`config.mk`:
```
export PLATFORM = sky130hd
export DESIGN_NAME = fhf_palette
export DESIGN_NICKNAME = d
export VERILOG_FILES = /design/src/hdl/fhf_pkg.sv /design/src/hdl/fhf_palette.sv
export SDC_FILE = /design/constraint.sdc
export NUM_CORES = 1
export LEC_CHECK = 0
export BUFFER_PORTS_ARGS = -buffer_cell sky130_fd_sc_hd__buf_2
export CORE_ASPECT_RATIO = 1.2
export CORE_UTILIZATION = 50
export DETAILED_ROUTE_END_ITERATION = 8
export PLACE_DENSITY_LB_ADDON = 0.1
export SLEW_MARGIN = 25
export SYNTH_ARGS = -nofsm -noshare
export SYNTH_HDL_FRONTEND = slang
export SYNTH_SLANG_ARGS = --single-unit
```
`constraint.sdc`:
```
create_clock -name vclk -period 3.65
set_clock_uncertainty 0.2 [all_clocks]
set_input_delay 0.1825 -clock vclk [all_inputs]
set_output_delay 0.1825 -clock vclk [all_outputs]
set_load 0.02 [all_outputs]
```
`src/hdl/fhf_pkg.sv`:
```
// Shared types, constants and register map for the fire heat-field block.
// No dependencies; every other file in hdl imports this package.
`default_nettype none

package fhf_pkg;

    // Field store geometry; MAX_WIDTH must be a power of two so a cell address is {row, column}
    localparam int MAX_WIDTH  = 256;
    localparam int MAX_HEIGHT = 128;

    localparam int X_W      = $clog2(MAX_WIDTH);
    localparam int Y_W      = $clog2(MAX_HEIGHT);
    localparam int ADDR_W   = X_W + Y_W;
    localparam int WIDTH_W  = $clog2(MAX_WIDTH + 1);
    localparam int HEIGHT_W = $clog2(MAX_HEIGHT + 1);

    // APB register map
    localparam int PADDR_W = 4;
    localparam int PDATA_W = 32;
    localparam logic [1:0] REG_WIDTH  = 2'd0;
    localparam logic [1:0] REG_HEIGHT = 2'd1;
    localparam logic [1:0] REG_CHANCE = 2'd2;

    // Bits of the written value that each size register keeps
    localparam int CFG_W_BITS = 9;
    localparam int CFG_H_BITS = 8;
    localparam int CHANCE_W   = 7;

    localparam int WIDTH_RESET  = (MAX_WIDTH < 256) ? MAX_WIDTH : 256;
    localparam int HEIGHT_RESET = (MAX_HEIGHT < 128) ? MAX_HEIGHT : 128;
    localparam logic [CHANCE_W-1:0] CHANCE_RESET = 7'd60;

    localparam logic KIND_ADVANCE = 1'b0;
    localparam logic KIND_READ    = 1'b1;

    localparam logic [1:0] DRIFT_RIGHT = 2'd0;
    localparam logic [1:0] DRIFT_SAME  = 2'd1;
    localparam logic [1:0] DRIFT_LEFT  = 2'd2;

    localparam logic [7:0] HEAT_MAX   = 8'd255;
    localparam logic [7:0] FADE_FLOOR = 8'd10;
    localparam logic [7:0] FADE_STEP  = 8'd5;

    // Palette band edges and xterm bases
    localparam logic [7:0] BAND_RED    = 8'd64;
    localparam logic [7:0] BAND_ORANGE = 8'd128;
    localparam logic [7:0] BAND_YELLOW = 8'd192;
    localparam logic [7:0] BAND_WHITE  = 8'd220;
    localparam logic [7:0] XT_BLACK    = 8'd16;
    localparam logic [7:0] XT_RED      = 8'd52;
    localparam logic [7:0] XT_ORANGE   = 8'd160;
    localparam logic [7:0] XT_YELLOW   = 8'd202;
    localparam logic [7:0] XT_WHITE    = 8'd231;
    // x / 10 == (x * 205) >> 11 for x below 1024
    localparam logic [14:0] DIV10_MUL   = 15'd205;
    localparam int          DIV10_SHIFT = 11;

    typedef enum logic [1:0] {
        OP_READ = 2'd0,
        OP_SEED = 2'd1,
        OP_PROP = 2'd2
    } op_t;

    typedef struct packed {
        logic       kind;
        logic [7:0] read_x;
        logic [6:0] read_y;
        logic [6:0] spark_roll;
        logic [5:0] spark_drop;
        logic [1:0] cooling;
        logic [1:0] drift;
    } cmd_item_t;

    typedef struct packed {
        logic [7:0] cell_x;
        logic [6:0] cell_y;
        logic [7:0] heat;
        logic       wrote;
        logic       frame_end;
        logic [7:0] red;
        logic [7:0] green;
        logic [7:0] blue;
        logic [7:0] xterm_color;
    } res_item_t;

    typedef struct packed {
        logic [7:0] red;
        logic [7:0] green;
        logic [7:0] blue;
        logic [7:0] xterm;
    } color_t;

    typedef struct packed {
        logic              rd_en;
        logic [ADDR_W-1:0] rd_addr_a;
        logic [ADDR_W-1:0] rd_addr_b;
        logic              wr_en;
        logic [ADDR_W-1:0] wr_addr;
        logic [7:0]        wr_data;
        logic              clear;
    } mem_req_t;

    typedef struct packed {
        logic [7:0] data_a;
        logic [7:0] data_b;
        logic       busy;
    } mem_rsp_t;

endpackage

`default_nettype wire

```
`src/hdl/fhf_palette.sv`:
```
// Fire palette: RGB ramp and 256-color terminal index for one heat value.
// Depends on fhf_pkg.
`default_nettype none

module fhf_palette (
    input  wire logic [7:0]      heat,
    output fhf_pkg::color_t      color
);
    import fhf_pkg::*;

    logic [6:0]  warm;
    logic [14:0] prod;
    logic [1:0]  band;

    assign warm = 7'(heat - BAND_ORANGE);
    assign prod = 15'(warm) * DIV10_MUL;
    assign band = heat[5:4];

    always_comb
    begin
        color.red   = 8'hFF;
        color.green = 8'hFF;
        color.blue  = 8'hFF;
        if (heat < BAND_RED)
        begin
            color.red   = {heat[5:0], 2'b00};
            color.green = '0;
            color.blue  = '0;
        end
        else if (heat < BAND_ORANGE)
        begin
            color.green = {heat[5:0], 2'b00};
            color.blue  = '0;
        end
        else if (heat < BAND_YELLOW)
        begin
            color.blue = {heat[5:0], 2'b00};
        end

        if (heat == 8'd0)
            color.xterm = XT_BLACK;
        else if (heat < BAND_RED)
            color.xterm = XT_RED + 8'(band);
        else if (heat < BAND_ORANGE)
            color.xterm = XT_ORANGE + {4'd0, band, 2'b00} + {5'd0, band, 1'b0};
        else if (heat < BAND_WHITE)
            color.xterm = XT_YELLOW + 8'(prod >> DIV10_SHIFT);
        else
            color.xterm = XT_WHITE;
    end

endmodule

`default_nettype wire

```
-- Yosys cells after proc, flatten, opt, wreduce, memory -nomap -nowiden
Cells that the tools add are included.
- register bits after elaboration: 0
- logic and storage cells: 20
- $add $sub $neg: 5
- multipliers: 1
- order comparisons: 4
- muxes and demuxes: 9
- reductions and logical operators: 1
- operators with widths (kind ; count):
    2-to-1 mux 8 bit ; 8
    less-than comparator 8 bit (second input constant) ; 3
    2-to-1 mux 16 bit ; 1
    multiplier 7 x 8 -> 15 bit (second input constant) ; 1
    adder 7 x 5 -> 8 bit (first input constant) ; 1
    adder 8 x 3 -> 8 bit ; 1
    adder 8 x 4 -> 8 bit (first input constant) ; 1
    zero test 8 bit ; 1
    less-than comparator 8 x 7 -> 1 bit (second input constant) ; 1
    adder 6 x 2 -> 7 bit (first input constant) ; 1
    subtractor 7 x 1 -> 7 bit (second input constant) ; 1

-- Logic depth before layout (Yosys ltp)
Gate-level depths: netlist (run 1).
- word-level depth: 7
- mapped depth: 19
- gate-level depth less buffers: 19

-- Worst setup path after synthesis (run 1)
Ideal clock, no wire load.
- path kind: input to output
- start: input port heat[2]
- end: output port color[2] in the netlist's numbering
- data arrival time: 3821 ps
- data required time: 3267 ps
- path slack: -553 ps
- stages: 16
- path buffers: 1
- path through: inv_1 > ha_1 > ha_1 > or2_2 > fa_1 > ha_1 > ha_1 > buf_6 > a21o_1 > a21o_1 > or3_4 > nand2_1 > xnor2_1 > ha_1 > o22ai_1 > a21boi_0
- RTL lines (item ; RTL line ; source):
    start: declaration ; fhf_palette.sv:6 ; input wire logic [7:0] heat,
    end: declaration ; fhf_palette.sv:7 ; output fhf_pkg::color_t color

==> impl_metrics.yaml, run 1 <==
pwr:
  leakagePower_nw: 1.057
  power.density_cell_area_nw_per_um2: 317.4
  peakVddDrop_v: 0.0002456
  total_power_draw_uw: 644.4
place:
  hpwlAfterDp_um: 2845
  gp_routability_congestion: 0.7992
  placement.io_buffers: 40
  placedCellCount: 255
finish:
  final_cell_count_no_fill: 259
  layout-area-overhead-vs-synth_pct: 54.57
  layout_sequential_cell_count: 0
  diodes: 0
  finish.net_count: 284
  fillers: 165
  post_route_cells_drive_above_1_share_pct: 53.10
  layout.clock_buffers: 0
  final-seq-area_um2: 0
floorplanning:
  chipWidth_um: 48.80
  placeable_core_area_um2: 2502
  die_y_um: 58.15
  floorplan.initialDensity_pct: 52.50
  fp.dieArea_um2: 2837
  io-pin-count: 40
  rows: 20
logic_synthesis:
  post_synthesis_instance_total: 160
  post_synth_main_area_contributors: "sky130_fd_sc_hd__ha_1 (38%), sky130_fd_sc_hd__fa_1 (12%), sky130_fd_sc_hd__inv_1 (8.9%), sky130_fd_sc_hd__o21a_1 (4.6%), sky130_fd_sc_hd__a21o_1 (4.0%)"
  synthDistinctLibCells: 37
  synth_sequential_area_ratio_pct: 0
  ys_warn_count: 0
  synthDominantAreaCellType: "sky130_fd_sc_hd__ha_1"
  synth_area_um2: 1314
  syn_avg_cell_area_um2: 8.211
  synth.cells.most_frequent: "sky130_fd_sc_hd__ha_1 (40), sky130_fd_sc_hd__inv_1 (31), sky130_fd_sc_hd__nand2_1 (11)"
  post-synth-top-area-fraction_pct: 38.10
  mappedNetlistNets: 216
  synthMostInstantiatedCell: "sky130_fd_sc_hd__ha_1"
timing:
  hold_viol_final: 0
  finalCritPeriodShare_pct: 115.0
  finalSetupTns_ns: -1.944
  fin_crit_ns: 4.198
  remaining_max_slew_budget_at_the_tightest_pin_pct: 61.34
  timing_max_transition_violations_final: 0
  setup_viol: 5
  fmaxAchievable_mhz: 238.2
  rsz0062_at_grt: "true"
  tightest_slew_ns: 0.5760
  postLayoutSetupSlackWorst_ns: -0.5476
grt:
  grt_start_max_net_pins: 23
  first_pass_grt_wire_length_um: 5954
  grt_antenna_before_repair: 0
  grt.total_usage_pct: 26.54
  grt_overflow_total: 0
  via_count_of_the_first_global_routing_pass: 1322
routing:
  postRouteWirelength_um: 3682
  postRouteAntennaNets: 0
  drt-wirelength-per-cell_um: 14.22
  drt_pass1_iterations: 4
  num_vias: 1376
  drt_iter0_markers: 13
  dr_vias_cell: 5.313
  drcViolationCount: 0
worst_setup_path:
  cp-end-kind: "output port"
  cp_data_required_time_ns: 3.27
  crit_path_max_fanout: 5
  timing_worst_setup_path_type: "in -> out"
  critPathArrivalTime_ns: 3.82
  setup.worst_path.start_class: "input pin"
job:
  max_cap_viol_count: 0
status:
  violations: "negative setup slack"
  status: "complete, but fails checks"
min_path:
  min_path_type: "in -> out"
clocking:
  cts_hold_buf: 0
## worst max-delay path, stage by stage
cell                         delay, ns
sky130_fd_sc_hd__buf_12           0.09
sky130_fd_sc_hd__clkinvlp_4       0.10
sky130_fd_sc_hd__ha_4             0.27
sky130_fd_sc_hd__inv_2            0.03
sky130_fd_sc_hd__fa_1             0.50
sky130_fd_sc_hd__inv_2            0.05
sky130_fd_sc_hd__ha_4             0.26
sky130_fd_sc_hd__inv_2            0.03
sky130_fd_sc_hd__fa_1             0.47
sky130_fd_sc_hd__inv_1            0.04
sky130_fd_sc_hd__ha_1             0.27
sky130_fd_sc_hd__nand3_2          0.08
sky130_fd_sc_hd__a211oi_2         0.05
sky130_fd_sc_hd__o21a_1           0.22
sky130_fd_sc_hd__buf_4            0.15
sky130_fd_sc_hd__or3_2            0.43
sky130_fd_sc_hd__a311o_1          0.34
sky130_fd_sc_hd__o221ai_2         0.07
sky130_fd_sc_hd__buf_4            0.17
## timing repair
action,4_1_cts,5_1_grt
gates resized for setup,23,10
pin swaps,14,5
setup buffers,3,2
setup endpoints to repair,5,5
## through the flow
step	hold slack [ns]	utilization, %	setup WS, ns	cell area, um2
floorplan	0.3087	-	-0.3087	1400
CTS	0.5077	78.55	-0.5157	1966
global route	0.5413	81.15	-0.6776	2031
global placement	0.4890	73.45	-0.6911	1838
detailed placement	0.4907	73.45	-0.7254	1838
finish	0.5241	81.15	-0.5476	2031
## cell usage in the layout, fill, tap and decap left out, types with 2 or more instances in the layout
master	n
sky130_fd_sc_hd__nand2_1	10
sky130_fd_sc_hd__xnor2_2	2
sky130_fd_sc_hd__ha_2	3
sky130_fd_sc_hd__xnor2_1	4
sky130_fd_sc_hd__inv_2	6
sky130_fd_sc_hd__nor2_1	5
sky130_fd_sc_hd__nand4_1	2
sky130_fd_sc_hd__a21oi_2	3
sky130_fd_sc_hd__ha_1	27
sky130_fd_sc_hd__a21oi_1	3
sky130_fd_sc_hd__buf_6	3
sky130_fd_sc_hd__inv_1	24
sky130_fd_sc_hd__fa_1	6
sky130_fd_sc_hd__and2_1	3
sky130_fd_sc_hd__a21o_1	7
sky130_fd_sc_hd__buf_4	39
sky130_fd_sc_hd__buf_12	2
sky130_fd_sc_hd__o21a_1	8
sky130_fd_sc_hd__o22ai_2	2
sky130_fd_sc_hd__ha_4	10
sky130_fd_sc_hd__buf_2	32
sky130_fd_sc_hd__fa_2	2
## report_power, final
group	internal (mW)	leakage [nW]	switching, mW
clock network	0	0	0
logic	0.320	1.06	0.325
registers	0	0	0
## layer usage
layer | up-vias | track usage (%) | wire length, um
met5 | - | 0 | 0
met4 | 0 | 4.622 | 74
li1 | 677 | - | -
met1 | 666 | 33.28 | 1540
met2 | 24 | 50.60 | 1995
met3 | 9 | 1.050 | 73
## cell families after synthesis
kind of cell / synth area share [%]
AO/OA/AOI/OAI: 21.62
XOR/XNOR: 4.000
adder cells (fa/ha/maj): 50.29
buffers and inverters: 13.14
AND/OR/NAND/NOR: 10.95
## layout make-up
class | instances | area (um2) | share of cell area [%]
inverters | 31 | 120.1 | 5.915
multi-input cells | 119 | 1343 | 66.11
well taps | 33 | 41.29 | 2.033
repair buffers | 76 | 526.8 | 25.94
## path summary, 6_finish.rpt
check,start,end,slack (ns),cells past startpoint
worst max-delay path,heat[4],color[4],-0.55,19
worst min-delay path,heat[3],color[29],0.52,4
Note: power is estimated with default switching activity, not from simulation.
==> inputs of run 2 (changes only) <==
--- a/config.mk
+++ b/config.mk
@@ -9,7 +9,9 @@
 export CORE_ASPECT_RATIO = 1.2
 export CORE_UTILIZATION = 50
 export DETAILED_ROUTE_END_ITERATION = 8
+export GPL_TIMING_DRIVEN = 0
 export PLACE_DENSITY_LB_ADDON = 0.1
+export RECOVER_POWER = 100
 export SLEW_MARGIN = 25
 export SYNTH_ARGS = -nofsm -noshare
 export SYNTH_HDL_FRONTEND = slang
==> run 2 against run 1 <==
The flow still finishes with violations (negative setup slack). Flip-flop and latch count stayed put. Via count is 4.4% lower. Core utilization is 1.6 points lower. Worst hold slack worse by 0.0090 ns. Wire length is 1.6% lower. Combinational power is 16% higher. Die area stayed put. Fmax is 1.1% lower. Critical path depth stayed put. First-iteration DRC count is 69% higher. Critical path type unchanged. Largest power group unchanged.
==> impl_metrics.yaml, run 2 (synthesized netlist as in run 1, its figures left out) <==
grt:
  grt.total_usage_pct: 23.47
  via_count_of_the_first_global_routing_pass: 1239
  grt_start_max_net_pins: 11
  grt_antenna_before_repair: 0
  first_pass_grt_wire_length_um: 5333
  grt_overflow_total: 0
worst_setup_path:
  critPathArrivalTime_ns: 3.86
  setup.worst_path.start_class: "input pin"
  critical-path-slowest-cell: "sky130_fd_sc_hd__fa_2"
  cp.depth: 19
  critPathBufInv: 4
  cp-end-kind: "output port"
  timing_worst_setup_path_type: "in -> out"
  crit_path_max_fanout: 7
  cp_data_required_time_ns: 3.27
  critical-path-top-cell-by-count: "sky130_fd_sc_hd__ha_4"
  crit_chain: "buf_6 -> inv_2 -> ha_4 -> ha_2 -> or2_4 -> fa_2 -> ha_4 -> ha_4 -> buf_6 -> a21o_1 -> a21o_1 -> or3_4 -> nand2_4 -> xnor2_2 -> ha_4 -> xnor2_2 -> xnor2_2 -> o22ai_2 -> buf_6"
  crit_path_max_incr_delay_ns: 0.57
  path_delay_family: "adder cells"
place:
  placement.io_buffers: 40
  hpwlAfterDp_um: 2485
  detailed_place.area_um2: 1642
  gp_routability_congestion: 0.7802
  placedCellCount: 233
status:
  violations: "negative setup slack"
  status: "complete, but fails checks"
finish:
  layout_sequential_cell_count: 0
  final_cell_count_no_fill: 245
  fillers: 192
  multi_input_area_um2: 1440
  final-seq-area_um2: 0
  most_common_cell_after_layout_fill_and_taps_aside: "sky130_fd_sc_hd__clkbuf_1"
  diodes: 0
  finish.net_count: 270
  stdcell_area_um2: 1989
  layout.clock_buffers: 0
  post_route_cells_drive_above_1_share_pct: 40.57
  layout-area-overhead-vs-synth_pct: 51.43
  layout_common_cells: "sky130_fd_sc_hd__clkbuf_1 (28), sky130_fd_sc_hd__ha_1 (25), sky130_fd_sc_hd__inv_1 (23)"
timing:
  tightest_slew_ns: 0.6162
  setup_viol: 5
  hold_viol_final: 0
  timing_max_transition_violations_final: 0
  fin_crit_ns: 4.245
  remaining_max_slew_budget_at_the_tightest_pin_pct: 58.64
  rsz0062_at_grt: "true"
  finalCritPeriodShare_pct: 116.3
  fmaxAchievable_mhz: 235.6
  postLayoutSetupSlackWorst_ns: -0.5948
floorplanning:
  floorplan.initialDensity_pct: 52.50
  die_y_um: 58.15
  fp.dieArea_um2: 2837
  placeable_core_area_um2: 2502
  chipWidth_um: 48.80
  rows: 20
  io-pin-count: 40
routing:
  drcViolationCount: 0
  drt_pass1_iterations: 4
  num_vias: 1315
  postRouteAntennaNets: 0
  postRouteWirelength_um: 3623
  drt_iter0_markers: 22
  dr_vias_cell: 5.367
  drt-wirelength-per-cell_um: 14.79
job:
  max_cap_viol_count: 0
min_path:
  hold_start: "heat[7]"
  min_path_type: "in -> out"
  min_delay_worst_endpoint: "color[6]"
  worst_hold_stages: 3
pwr:
  power.density_cell_area_nw_per_um2: 373.8
  peakVddDrop_v: 0.0003965
  leakagePower_nw: 0.9496
[run 2: cell types whose count changed in the layout (fill, tap and decap cells not counted), moves of 2 or more]
cell / change
sky130_fd_sc_hd__buf_4: -25
sky130_fd_sc_hd__xnor2_1: -3
sky130_fd_sc_hd__clkbuf_1: +28
sky130_fd_sc_hd__ha_1: -2
sky130_fd_sc_hd__buf_6: +6
sky130_fd_sc_hd__ha_4: +3
sky130_fd_sc_hd__xnor2_2: +3
sky130_fd_sc_hd__clkbuf_4: +2
sky130_fd_sc_hd__buf_2: -25
[run 2: worst max-delay path by stage]
| stage | from | endpoint | slack (ns) |
|---|---|---|---|
| global placement | heat[4] | color[3] | -1.06 |
| CTS | heat[4] | color[3] | -0.58 |
| detailed placement | heat[4] | color[3] | -1.13 |
| floorplan | heat[4] | color[3] | -0.31 |
| global route | heat[3] | color[3] | -0.71 |
| finish | heat[3] | color[3] | -0.59 |
[run 2: layout make-up]
class                      count  area share (%)
timing repair buffer          52           16.54
inverter                      31           6.164
buffer                        10           2.830
multi-input combinational    119           72.39
tap                           33           2.075
[run 2: metrics by stage]
step | TNS, ns | total power [mW] | utilization [%] | hold slack (ns) | setup WS [ns]
after floorplan | -0.6596 | 0.3746 | - | 0.3087 | -0.3087
after global placement | -3.727 | 0.4694 | 65.60 | 0.4929 | -1.064
after detailed placement | -3.994 | 0.4871 | 65.60 | 0.5017 | -1.126
after CTS | -2.055 | 0.6139 | 74.25 | 0.5049 | -0.5829
after global routing | -2.828 | 0.8038 | 79.50 | 0.5398 | -0.7125
final | -2.271 | 0.7437 | 79.50 | 0.5151 | -0.5948
[run 2: repair_timing]
| action | 4_1_cts | 5_1_grt |
|---|---|---|
| gates resized for setup | 33 | 23 |
| endpoints found under the hold margin | 0 | 0 |
| hold buffers | 0 | 0 |
| endpoints found under the setup margin | 5 | 5 |
| pin swaps | 14 | 12 |
| setup buffers | 8 | 5 |
[run 2: power by group]
group / total, mW / switching (mW) / internal [mW] / leakage, nW
clock: 0 / 0 / 0 / 0
combinational: 0.744 / 0.377 / 0.367 / 0.950
sequential: 0 / 0 / 0 / 0
total: 0.744 / 0.377 / 0.367 / 0.950
[run 2: metal layers]
metal | vias to the layer above | global-route usage [%] | wire, um
met1 | 642 | 26.40 | 1415
met2 | 20 | 49.40 | 2103
met3 | 6 | 0 | 42
met4 | 0 | 3.782 | 61
met5 | - | 0 | 0
li1 | 647 | - | -
[run 2: tightest hold or removal path: stages]
cell	delay, ns
sky130_fd_sc_hd__buf_2	0.11
sky130_fd_sc_hd__clkbuf_1	0.08
sky130_fd_sc_hd__clkbuf_1	0.16
